<file path="config.mk">
export PLATFORM = sky130hd
export DESIGN_NAME = gf256_arithmetic_unit
export DESIGN_NICKNAME = d
export VERILOG_FILES = /design/src/rtl/gfau_pkg.sv /design/src/rtl/gfau_front.sv /design/src/rtl/gfau_cell.sv /design/src/rtl/gf256_arithmetic_unit.sv
export SDC_FILE = /design/constraint.sdc
export NUM_CORES = 1
export LEC_CHECK = 0
export BUFFER_PORTS_ARGS = -buffer_cell sky130_fd_sc_hd__buf_2
export CAP_MARGIN = 40
export CORE_ASPECT_RATIO = 2
export CORE_MARGIN = 4
export CORE_UTILIZATION = 60
export CTS_CLUSTER_DIAMETER = 60
export DETAILED_ROUTE_END_ITERATION = 8
export PLACE_DENSITY = 0.77
export RECOVER_POWER = 50
export SLEW_MARGIN = 25
export SYNTH_ARGS = -nofsm -noshare
export SYNTH_HDL_FRONTEND = slang
export SYNTH_SLANG_ARGS = --single-unit
</file>
<file path="constraint.sdc">
create_clock -name clock -period 6.2 [get_ports clock]
set_input_delay 0.62 -clock clock [delete_from_list [all_inputs] [get_ports clock]]
set_output_delay 0.62 -clock clock [all_outputs]
set_load 0.02 [all_outputs]
</file>
<file path="src/rtl/gfau_pkg.sv">
// Shared types, constants and constant tables for the GF(2^8) arithmetic unit.
// Field polynomial x^8+x^4+x^3+x^2+1; no dependencies.
package gfau_pkg;

   localparam int GF_WIDTH = 8;
   localparam int GF_ORDER = 255;
   localparam int NUM_CELLS = GF_WIDTH;
   localparam logic [GF_WIDTH-1:0] GF_POLY_LOW = 8'h1d;

   typedef enum logic [2:0] {
      CMD_ADD  = 3'd0,
      CMD_SUB  = 3'd1,
      CMD_MUL  = 3'd2,
      CMD_DIV  = 3'd3,
      CMD_ALOG = 3'd4
   } gfau_cmd_type;

   // Word carried along the cell chain. Each cell consumes the low bit of y,
   // adds m into acc when it is set, and doubles m in the field.
   typedef struct packed {
      logic [GF_WIDTH-1:0] acc;
      logic [GF_WIDTH-1:0] m;
      logic [GF_WIDTH-1:0] y;
      logic                err;
   } gfau_word_type;

   typedef logic [GF_WIDTH-1:0] gf_table_type [256];

   function automatic logic [GF_WIDTH-1:0] gf_xtime(input logic [GF_WIDTH-1:0] v);
      if (v[GF_WIDTH-1]) begin
         return {v[GF_WIDTH-2:0], 1'b0} ^ GF_POLY_LOW;
      end
      return {v[GF_WIDTH-2:0], 1'b0};
   endfunction

   // Powers of alpha = x; entry 255 is unused and holds zero.
   function automatic gf_table_type build_exp_table();
      gf_table_type        t;
      logic [GF_WIDTH-1:0] p;
      p = 8'd1;
      for (int e = 0; e < 256; e++) begin
         t[e] = (e < GF_ORDER) ? p : 8'd0;
         p = gf_xtime(p);
      end
      return t;
   endfunction

   // Multiplicative inverse of every nonzero element; zero maps to zero.
   function automatic gf_table_type build_inv_table();
      gf_table_type t;
      gf_table_type x;
      x = build_exp_table();
      for (int i = 0; i < 256; i++) begin
         t[i] = 8'd0;
      end
      for (int e = 0; e < GF_ORDER; e++) begin
         t[x[e]] = x[(GF_ORDER - e) % GF_ORDER];
      end
      return t;
   endfunction

   localparam gf_table_type EXP_TABLE = build_exp_table();
   localparam gf_table_type INV_TABLE = build_inv_table();

endpackage

</file>
<file path="src/rtl/gfau_front.sv">
// Front stage of the GF(2^8) arithmetic unit: decodes the operation and loads
// the first word of the cell chain. Depends on gfau_pkg.
module gfau_front (
   input  logic                   clock,
   input  logic                   reset,
   input  logic                   req_valid,
   output logic                   req_ready,
   input  logic [2:0]             req_cmd,
   input  logic [7:0]             req_a,
   input  logic [7:0]             req_b,
   output logic                   out_valid,
   input  logic                   out_ready,
   output gfau_pkg::gfau_word_type out_data
);
   import gfau_pkg::*;

   logic          valid_ff;
   logic          valid_in;
   gfau_word_type word_ff;
   gfau_word_type word_in;
   logic          load;

   // Everything but multiply and divide is finished here: the result goes into
   // acc with y cleared, so the cells pass it along untouched.
   always_comb begin
      word_in = '0;
      case (gfau_cmd_type'(req_cmd))
         CMD_ADD, CMD_SUB: begin
            word_in.acc = req_a ^ req_b;
         end
         CMD_MUL: begin
            word_in.m = req_a;
            word_in.y = req_b;
         end
         CMD_DIV: begin
            if (req_b == 8'd0) begin
               word_in.err = 1'b1;
            end else begin
               word_in.m = req_a;
               word_in.y = INV_TABLE[req_b];
            end
         end
         CMD_ALOG: begin
            if (req_a == 8'(GF_ORDER)) begin
               word_in.err = 1'b1;
            end else begin
               word_in.acc = EXP_TABLE[req_a];
            end
         end
         default: begin
            word_in.err = 1'b1;
         end
      endcase
   end

   assign req_ready = !valid_ff || out_ready;
   assign load      = req_valid && req_ready;

   always_comb begin
      valid_in = valid_ff;
      if (req_ready) begin
         valid_in = req_valid;
      end
   end

   always_ff @(posedge clock) begin
      if (reset) begin
         valid_ff <= 1'b0;
      end else begin
         valid_ff <= valid_in;
      end
      if (load) begin
         word_ff <= word_in;
      end
   end

   assign out_valid = valid_ff;
   assign out_data  = word_ff;

endmodule

</file>
<file path="src/rtl/gfau_cell.sv">
// One shift-and-add cell of the GF(2^8) multiplier chain: handles one bit of
// the multiplier and hands the word to its neighbor. Depends on gfau_pkg.
module gfau_cell (
   input  logic                    clock,
   input  logic                    reset,
   input  logic                    in_valid,
   output logic                    in_ready,
   input  gfau_pkg::gfau_word_type in_data,
   output logic                    out_valid,
   input  logic                    out_ready,
   output gfau_pkg::gfau_word_type out_data
);
   import gfau_pkg::*;

   logic          valid_ff;
   logic          valid_in;
   gfau_word_type word_ff;
   gfau_word_type word_in;

   always_comb begin
      word_in     = in_data;
      word_in.acc = in_data.y[0] ? (in_data.acc ^ in_data.m) : in_data.acc;
      word_in.m   = gf_xtime(in_data.m);
      word_in.y   = {1'b0, in_data.y[GF_WIDTH-1:1]};
   end

   assign in_ready = !valid_ff || out_ready;

   always_comb begin
      valid_in = valid_ff;
      if (in_ready) begin
         valid_in = in_valid;
      end
   end

   always_ff @(posedge clock) begin
      if (reset) begin
         valid_ff <= 1'b0;
      end else begin
         valid_ff <= valid_in;
      end
      if (in_valid && in_ready) begin
         word_ff <= word_in;
      end
   end

   assign out_valid = valid_ff;
   assign out_data  = word_ff;

endmodule

</file>
<file path="src/rtl/gf256_arithmetic_unit.sv">
// Top level of the GF(2^8) arithmetic unit (polynomial 0x11d): a decode stage
// followed by a chain of multiply cells. Depends on gfau_pkg, gfau_front, gfau_cell.
//
//   Channel   Ports                                   Direction
//   request   req_valid, req_ready, req_cmd/a/b       in
//   response  rsp_valid, rsp_ready, rsp_result/error  out
//
// One request is accepted per cycle while req_ready is high; each passes
// through the decode stage and then one cell per multiplier bit to its response.
// Reset is synchronous and clears only the valid bit of every stage.
// Each stage holds its word while the stage after it is full and stalled, and
// an empty stage still takes a new word, so bubbles close up under a stall.
module gf256_arithmetic_unit (
   input  logic       clock,
   input  logic       reset,
   input  logic       req_valid,
   output logic       req_ready,
   input  logic [2:0] req_cmd,
   input  logic [7:0] req_a,
   input  logic [7:0] req_b,
   output logic       rsp_valid,
   input  logic       rsp_ready,
   output logic [7:0] rsp_result,
   output logic       rsp_error
);
   import gfau_pkg::*;

   // Stage 0 is the decode stage; stages 1 to NUM_CELLS are the cells.
   logic          stage_valid [NUM_CELLS+1];
   logic          stage_ready [NUM_CELLS+1];
   gfau_word_type stage_data  [NUM_CELLS+1];

   gfau_front u_front (
      .clock     (clock),
      .reset     (reset),
      .req_valid (req_valid),
      .req_ready (req_ready),
      .req_cmd   (req_cmd),
      .req_a     (req_a),
      .req_b     (req_b),
      .out_valid (stage_valid[0]),
      .out_ready (stage_ready[0]),
      .out_data  (stage_data[0])
   );

   // Each cell multiplies in one bit of y, low bit first, so after the last
   // cell acc holds the full reduced product.
   for (genvar i = 0; i < NUM_CELLS; i++) begin : g_cell
      gfau_cell u_cell (
         .clock     (clock),
         .reset     (reset),
         .in_valid  (stage_valid[i]),
         .in_ready  (stage_ready[i]),
         .in_data   (stage_data[i]),
         .out_valid (stage_valid[i+1]),
         .out_ready (stage_ready[i+1]),
         .out_data  (stage_data[i+1])
      );
   end

   assign stage_ready[NUM_CELLS] = rsp_ready;

   assign rsp_valid  = stage_valid[NUM_CELLS];
   assign rsp_result = stage_data[NUM_CELLS].acc;
   assign rsp_error  = stage_data[NUM_CELLS].err;

   // An error response always carries a zero result.
   a_error_zero: assert property (@(posedge clock) disable iff (reset)
      rsp_valid && rsp_error |-> rsp_result == 8'd0)
      else $error("error response with nonzero result");

   // All multiplier bits have been consumed by the time a word leaves the chain.
   a_y_consumed: assert property (@(posedge clock) disable iff (reset)
      rsp_valid |-> stage_data[NUM_CELLS].y == 8'd0)
      else $error("multiplier bits left at the end of the chain");

   // A flagged word enters the chain with nothing to accumulate.
   a_err_clean: assert property (@(posedge clock) disable iff (reset)
      stage_valid[0] && stage_data[0].err |->
         stage_data[0].acc == 8'd0 && stage_data[0].y == 8'd0)
      else $error("error word carries data into the cells");

   // An accepted request is held in the decode stage in the next cycle.
   a_accept_lands: assert property (@(posedge clock) disable iff (reset)
      req_valid && req_ready |=> stage_valid[0])
      else $error("accepted request lost at the decode stage");

   // The decode stage only refuses a request while it is full and stalled.
   a_ready_rule: assert property (@(posedge clock) disable iff (reset)
      !req_ready |-> stage_valid[0] && !stage_ready[0])
      else $error("request refused with room in the decode stage");

endmodule

</file>
==> results by group, run 1 <==
GRT
  • First-pass GRT wire length: 93.9 mm
  • Gr ovfl total: 2
  • Vias in the first global route: 13,992
  • Total global routing track utilization: 50.6%
  • Largest net degree at the start of global routing: 87

Clocking
  • CTS max path bufs: 2
  • Cts hold-fix bufs: 0
  • H-tree depth: 4
  • Clock Sinks: 190
  • CTS Buf Count: 17
  • Post-CTS Resized: 0
  • Postcts setup bufs: 0
  • Root buf cell: clkbuf_16

Die
  • Die span in x: 114 um
  • Initial Util: 61.1%
  • Top Ports: 34
  • Site row count: 77
  • Die Y: 221 um

Yosys
  • Yosys cell types: 77
  • Post-Synthesis Cells: 1,473
  • Post-synth top area share: 40.0%
  • Synthesized area: 13,600 um^2
  • Syn Nets: 1,527
  • Most instantiated library cell after synthesis: edfxtp_1
  • Post-synth top cells: edfxtp_1, nand2_1, o21ai_0
  • EDFF count, synth: 181
  • Seq cells post-synth: 190
  • Top cells by area, synth: edfxtp_1, nand2_1, xnor2_1
  • Syn avg cell area: 9.23 um^2
  • Async S/R FF share, synth: 0%
  • Register area share after synthesis: 41.3%
  • Yosys top cell by area: edfxtp_1
  • Top_reg_cell synth: edfxtp_1
  • Syn. warnings: 0

Outcome
  • Err: [ERROR GRT-0116] Global routing finished with congestion. Check the congestion regions in the DRC Viewer.
  • Failing step: global routing
  • Status: did not finish

Placement
  • GP Congestion: 1.26
  • IO Port Bufs: 33
  • Hpwl dp: 41.5 mm
==> per-layer routing <==
metal	GRT usage, %	overflow
met4	50.2	2
met2	74.8	0
met5	1.82	0
met1	47.6	0
met3	26.8	0
==> kinds of logic after synthesis <==
| family | share of synthesized area [%] |
|---|---|
| and+or+nand+nor | 18.2 |
| adders and majority gates | 2.85 |
| muxes | 2.07 |
| DFF | 41.3 |
| AOI/OAI and AO/OA | 23.6 |
| buffers and inverters | 5.51 |
| xor gates and xnor gates | 6.48 |
==> through the flow <==
stage | utilization, % | cell area (um^2) | hold slack [ns] | instances | setup slack, ns
after CTS | 64.4 | 14300 | 0.396 | 1700 | 2.59
after floorplan | - | 13600 | 0.400 | 1473 | 2.90
after global placement | 61.5 | 13700 | 0.402 | 1665 | 2.13
after detailed placement | 61.6 | 13700 | 0.405 | 1668 | 2.12
==> run 2: changes to the inputs <==
--- a/config.mk
+++ b/config.mk
@@ -7,12 +7,10 @@
 export LEC_CHECK = 0
 export BUFFER_PORTS_ARGS = -buffer_cell sky130_fd_sc_hd__buf_2
 export CAP_MARGIN = 40
-export CORE_ASPECT_RATIO = 2
 export CORE_MARGIN = 4
-export CORE_UTILIZATION = 60
-export CTS_CLUSTER_DIAMETER = 60
+export CORE_UTILIZATION = 40
 export DETAILED_ROUTE_END_ITERATION = 8
-export PLACE_DENSITY = 0.77
+export PLACE_DENSITY_LB_ADDON = 0.15
 export RECOVER_POWER = 50
 export SLEW_MARGIN = 25
 export SYNTH_ARGS = -nofsm -noshare
==> results by group, run 2 <==
Outcome
  • Status: completed

Detailed routing
  • Number of nets with antenna violations after routing: 0
  • Via count: 12,417
  • DRC errors left: 0
  • Vias per cell: 6.64
  • Drt pass-1 iters: 6
  • Drt initial violations: 1,808
  • Drt total wl: 49.8 mm
  • DR WL/cell: 26.6 um

Clocking
  • H-tree depth: 4 (unchanged)
  • CTS Buf Count: 17 (unchanged)
  • Cts hold-fix bufs: 0 (unchanged)
  • Root buf cell: clkbuf_16
  • Post-CTS Resized: 0 (unchanged)
  • Clock Sinks: 190 (unchanged)
  • Postcts setup bufs: 0 (unchanged)
  • Worst skew pair latency: 0.42 ns
  • Clock transition at the registers of the reported paths: 0.07 ns
  • CTS max path bufs: 2 (unchanged)
  • CTS tree: built

Layout
  • N_diodes: 0
  • Area growth from synthesis to layout: 6.88%
  • Most frequent cells in the layout: edfxtp_1, nand2_1, o21ai_0, nor2_1, a21oi_1
  • Layout cells sized above 1: 8.64%
  • Area of the multi-input gates: 7250 um^2
  • Final layout net count: 1,465
  • Seq. cell area: 5620 um^2
  • Largest register FFs: 156
  • Fill cells: 3,290
  • Commonest non-fill, non-tap cell in the layout: edfxtp_1

Pwr
  • Reg power frac: 45.9%
  • Int Power: 2300 uW
  • Clock network power share: 33.5%
  • NetSw: 929 uW
  • Cell Pwr Density: 222 nW/um^2
  • Combinational Power Share: 20.6%
  • Total power: 3230 uW
  • Peak supply drop: 0.000140 V
  • Switching share of total power: 28.8%
  • Leakage dissipation: 0.00492 uW

Yosys
  • EDFF count, synth: 181 (unchanged)
  • Syn avg cell area: 9.23 um^2 (unchanged)
  • Post-Synthesis Cells: 1,473 (unchanged)
  • Post-synth top area share: 40.0% (unchanged)
  • Syn Nets: 1,527 (unchanged)
  • Synthesized area: 13,600 um^2 (unchanged)
  • Seq cells post-synth: 190 (unchanged)
  • Async S/R FF share, synth: 0% (unchanged)
  • Post-synth top cells: edfxtp_1, nand2_1, o21ai_0
  • Yosys cell types: 77 (unchanged)
  • Most instantiated library cell after synthesis: edfxtp_1
  • Top cells by area, synth: edfxtp_1, nand2_1, xnor2_1
  • Syn. warnings: 0 (unchanged)
  • Top_reg_cell synth: edfxtp_1
  • Yosys top cell by area: edfxtp_1
  • Register area share after synthesis: 41.3% (unchanged)

Placement
  • IO Port Bufs: 33 (unchanged)
  • GP Congestion: 0.998 (-21%)
  • Hpwl dp: 34.8 mm (-16%)

GRT
  • Initial antenna violation count: 0
  • Most Crowded Layer GR: met2
  • Largest net degree at the start of global routing: 71
  • Gr ovfl total: 0
  • Vias in the first global route: 11,780
  • Grt met3 use: 7.67%
  • Met1 global-route usage: 34.3%
  • Total global routing track utilization: 26.4%
  • First-pass GRT wire length: 74.0 mm
  • GR Layer Usage met2: 41.2%

Setup path
  • Slowest CP cell: ha_1
  • CP startpoint kind: input pin
  • Crit Path Max Fanout: 33
  • Crit end category: flop
  • Critical Path AT: 4.13 ns
  • Required @ worst endpoint: 6.37 ns
  • CP Class: in2reg
  • Crit-path cells: buf_2 > inv_1 > ha_1 > nand2_1 > a311o_1 > o221a_2 > o221ai_1 > nand3_1 > and4_1
  • Crit-path max cell delay: 0.93 ns

STA
  • Final Hold Fails: 0
  • Final slew viol count: 0
  • Final period util: 63.9%
  • Unrepaired setup endpoints after global routing: false
  • Sum Neg Setup Slack: 0 ns
  • Final setup fails: 0
  • Fmax: 253 MHz
  • Final Skew: 0.0107 ns
  • Slew headroom: 40.7%
  • Worst slew pin tran: 0.867 ns
  • Fin crit period: 3.96 ns

Die
  • Die area: 37,000 um^2
  • Core area: 33,500 um^2
  • Die span in x: 192 um (+68%)
  • Initial Util: 40.6% (-21 points)
  • Site row count: 67 (-13%)
  • Die Y: 192 um (-13%)
  • Top Ports: 34 (unchanged)

Hold path
  • Worst hold path type: reg2reg

Flow run
  • Maxcap violations: 0
-- run 2: per-layer routing --
| metal | vias to the layer above | routed length (um) |
|---|---|---|
| met5 | - | 0 |
| met4 | 0 | 2530 |
| li1 | 5408 | - |
| met2 | 858 | 22200 |
| met1 | 5967 | 19200 |
| met3 | 184 | 5830 |
-- run 2: final timing paths --
path | from | to | slack [ns] | depth (start not counted)
min reg2reg | g_cell[4].u_cell.out_data[3] | g_cell[5].u_cell.out_data[2] | 0.42 | 0
min | g_cell[4].u_cell.out_data[3] | g_cell[5].u_cell.out_data[2] | 0.42 | 0
max reg2reg | g_cell[7].u_cell.out_valid | u_front.out_data[7] | 4.00 | 7
max | req_b[0] | u_front.out_data[8] | 2.24 | 9
-- run 2: cell type report --
cell class | instances | area share [%]
Clock buffer | 17 | 2.93
Inverter | 26 | 0.671
Timing Repair Buffer | 61 | 2.87
Tap cell | 448 | 3.86
Multi-Input combinational cell | 1115 | 49.9
Sequential cell | 190 | 38.6
Clock inverter | 14 | 1.16
-- run 2: metrics by stage --
| stage | instances | hold slack (ns) | worst slack, ns | utilization (%) | cell area (um^2) |
|---|---|---|---|---|---|
| after floorplan | 1473 | 0.400 | 2.90 | - | 13600 |
| after global placement | 1831 | 0.400 | 1.91 | 41.3 | 13800 |
| after detailed placement | 1836 | 0.405 | 1.99 | 41.5 | 13900 |
| after CTS | 1867 | 0.418 | 2.41 | 43.2 | 14500 |
| after global routing | 1871 | 0.420 | 2.26 | 43.4 | 14500 |
| final | 1871 | 0.416 | 2.24 | 43.4 | 14500 |
-- run 2: power by group through the flow --
stage / logic [uW] / clock network (uW) / registers (uW)
6_report: 666 / 1080 / 1480
3_3_place_gp: 644 / 0 / 1510
5_1_grt: 696 / 1170 / 1490
3_5_place_dp: 626 / 0 / 1510
4_1_cts: 629 / 1120 / 1480
2_1_floorplan: 437 / 0 / 1500
-- run 2: cell families (layout without fill, tap and decap cells) --
| logic type | Yosys count | after routing | share of synthesized area (%) |
|---|---|---|---|
| xor+xnor | 99 | 99 | 6.48 |
| buf+inv | 168 | 118 | 5.51 |
| compound gates | 460 | 460 | 23.6 |
| simple gates | 506 | 506 | 18.2 |
| fa+ha+maj | 31 | 31 | 2.85 |
| mux | 19 | 19 | 2.07 |
| flops | 190 | 190 | 41.3 |
-- run 2: critical path: cells and delay by family --
family | cells | cell delay [ns]
AOI/OAI and AO/OA | 3 | 0.84
adders and majority gates | 1 | 0.93
buffers and inverters | 2 | 1.02
and+or+nand+nor | 3 | 0.71
(Power assumes the default switching activity.)
==> run 3: changes to the inputs <==
==> constraint.sdc (replaced) <==
create_clock -name clock -period 3.9 [get_ports clock]
set_input_delay 0.39 -clock clock [delete_from_list [all_inputs] [get_ports clock]]
set_output_delay 0.39 -clock clock [all_outputs]
set_load 0.02 [all_outputs]
==> results by group, run 3 (synthesized netlist as in run 2, its figures left out) <==
Outcome
  • Status: completed

STA
  • Unrepaired setup endpoints after global routing: false
  • Final period util: 74.3%
  • Fmax: 345 MHz
  • Final slew viol count: 0 (unchanged)
  • WHS: 0.202 ns (-0.214 ns)
  • Sum Neg Setup Slack: 0 ns (unchanged)
  • Fin crit period: 2.90 ns
  • Final Skew: 0.0115 ns (+0.000858 ns)
  • Slew headroom: 37.2% (-3.5 points)
  • Final Hold Fails: 0 (unchanged)
  • Worst slew pin tran: 0.934 ns (+0.0669 ns)
  • Final setup fails: 0 (unchanged)

Die
  • Initial Util: 40.6% (unchanged)
  • Die Y: 192 um (unchanged)
  • Die span in x: 192 um (unchanged)
  • Top Ports: 34 (unchanged)
  • Core area: 33,500 um^2 (unchanged)
  • Die area: 37,000 um^2 (unchanged)
  • Site row count: 67 (unchanged)

Setup path
  • Slowest CP cell: ha_1
  • Critical Path AT: 3.09 ns (-1.04 ns)
  • Reg-to-Reg Start: g_cell[7].u_cell.out_valid
  • R2r endpoint: u_front.out_data[8]
  • Crit Path Max Fanout: 21 (-36%)
  • Crit-path max cell delay: 0.60 ns (-0.33 ns)
  • Worst Setup EP: u_front.out_data[21]
  • Worst r2r path cells: 7 (unchanged)
  • Crit end category: flop
  • CP Launch Point: req_a[1]
  • Crit-path cells: buf_2 > buf_4 > ha_1 > nand2b_1 > and3_1 > a211oi_1 > o311a_1 > o21ai_0 > a32o_1
  • CP Class: in2reg
  • CP startpoint kind: input pin
  • Required @ worst endpoint: 4.09 ns (-2.28 ns)
  • FF-to-FF setup slack: 1.65 ns (-2.35 ns)

Layout
  • N_diodes: 0 (unchanged)
  • Layout cells sized above 1: 11.9% (+3.3 points)
  • Commonest non-fill, non-tap cell in the layout: edfxtp_1
  • Seq. cell area: 5620 um^2 (unchanged)
  • Finished Layout Cells: 1,935 (+3.4%)
  • Largest register FFs: 156 (unchanged)
  • Area of the multi-input gates: 7270 um^2 (+0.21%)
  • Final core occ: 44.8% (+1.4 points)
  • Final layout net count: 1,528 (+4.3%)
  • Most frequent cells in the layout: edfxtp_1, nand2_1, o21ai_0, nor2_1, a21oi_1
  • Area growth from synthesis to layout: 10.3%
  • Fill cells: 3,318 (+0.85%)

GRT
  • Vias in the first global route: 12,019 (+2.0%)
  • Met1 global-route usage: 38.6% (+4.3 points)
  • Initial antenna violation count: 2 (+2)
  • Total global routing track utilization: 28.6% (+2.2 points)
  • Largest net degree at the start of global routing: 83 (+17%)
  • Grt met3 use: 7.49% (-0.18 points)
  • GR Layer Usage met2: 44.6% (+3.4 points)
  • First-pass GRT wire length: 79.4 mm (+7.3%)
  • Most Crowded Layer GR: met2
  • Gr ovfl total: 0 (unchanged)

Clocking
  • Post-CTS Resized: 0 (unchanged)
  • Worst skew pair latency: 0.43 ns (about the same)
  • Postcts setup bufs: 0 (unchanged)
  • CTS tree: built
  • Root buf cell: clkbuf_16
  • H-tree depth: 4 (unchanged)
  • Clock Sinks: 190 (unchanged)
  • Cts hold-fix bufs: 0 (unchanged)
  • Clock transition at the registers of the reported paths: 0.07 ns (about the same)
  • CTS max path bufs: 2 (unchanged)
  • CTS Buf Count: 17 (unchanged)

Pwr
  • Int Power: 3620 uW (+57%)
  • Clock network power share: 32.7% (-0.8 points)
  • Switching share of total power: 30.3% (+1.6 points)
  • Cell Pwr Density: 346 nW/um^2 (+56%)
  • Combinational Power Share: 21.9% (+1.3 points)
  • Reg power frac: 45.4% (-0.5 points)
  • NetSw: 1570 uW (+69%)
  • Leakage dissipation: 0.00520 uW (+5.6%)
  • Peak supply drop: 0.000328 V (+130%)

Detailed routing
  • DR WL/cell: 27.6 um (+3.9%)
  • Drt pass-1 iters: 6 (unchanged)
  • Drt total wl: 53.5 mm (+7.5%)
  • Number of nets with antenna violations after routing: 0 (unchanged)
  • Drt initial violations: 2,114 (+17%)
  • Via count: 12,538 (+0.97%)
  • Vias per cell: 6.48 (-2.4%)
  • DRC errors left: 0 (unchanged)

Flow run
  • Maxcap violations: 0 (unchanged)

Placement
  • IO Port Bufs: 33 (unchanged)
  • Dpl cells: 1,903 (+3.6%)
  • GP Congestion: 1.04 (+4.0%)
  • Hpwl dp: 39.2 mm (+13%)

Hold path
  • Hold Path Depth: 3 (+3)
  • Worst hold path type: in2reg
run 3: cell types whose count changed in the layout (fill, tap and decap cells not counted), moves of 2 or more:
cell | previous run | this run
buf_12 | 2 | 4
buf_1 | 0 | 2
buf_4 | 22 | 85
inv_6 | 2 | 4
clkinvlp_4 | 3 | 1
bufinv_16 | 3 | 1
buf_2 | 30 | 20
clkinv_1 | 5 | 3
buf_6 | 3 | 1
clkbuf_1 | 2 | 13
inv_8 | 0 | 3
run 3: per-layer routing:
layer / vias up / part of all wire [%]
met1: 6033 / 40
met4: 6 / 4.0
li1: 5538 / -
met2: 791 / 45
met5: - / 0.067
met3: 170 / 11
run 3: power by group through the flow:
stage | clock network (uW) | logic, uW | registers, uW
global route | 1840 | 1190 | 2370
global placement | 0 | 1120 | 2400
CTS | 1750 | 1090 | 2360
floorplan | 0 | 695 | 2380
detailed placement | 0 | 1090 | 2410
finish | 1700 | 1140 | 2360
run 3: how the worst min path moves through the flow:
stage / endpoint / slack (ns) / startpoint
6_report: u_front.out_valid / 0.20 / req_valid
3_3_place_gp: g_cell[3].u_cell.out_data[1] / 0.40 / g_cell[2].u_cell.out_data[2]
2_1_floorplan: g_cell[0].u_cell.out_data[0] / 0.40 / u_front.out_data[0]
4_1_cts: u_front.out_valid / 0.18 / req_valid
3_5_place_dp: g_cell[0].u_cell.out_data[0] / 0.40 / u_front.out_data[0]
5_1_grt: u_front.out_valid / 0.21 / req_valid
run 3: area by class of cell:
| class | count | area share [%] |
|---|---|---|
| Clock buffer | 20 | 2.98 |
| Clock inverter | 12 | 0.859 |
| Inverter | 26 | 0.650 |
| Multi-Input combinational cell | 1115 | 48.4 |
| Sequential cell | 190 | 37.4 |
| Tap cell | 448 | 3.74 |
| Timing Repair Buffer | 124 | 5.93 |
run 3: per-stage QoR:
| stage | total power [uW] | setup slack [ns] | instance area, um^2 |
|---|---|---|---|
| 2_1_floorplan | 3080 | 0.741 | 13600 |
| 3_3_place_gp | 3530 | 0.360 | 14400 |
| 3_5_place_dp | 3490 | 0.595 | 14500 |
| 4_1_cts | 5200 | 1.05 | 15000 |
| 5_1_grt | 5390 | 0.874 | 15000 |
| 6_report | 5190 | 1.00 | 15000 |
run 3: worst max-delay path, delay by kind of cell:
family | cells | cell delay [ns]
buffers and inverters | 2 | 0.44
AND/OR/NAND/NOR | 2 | 0.62
AO/OA/AOI/OAI | 4 | 1.04
adder cells (fa/ha/maj) | 1 | 0.60
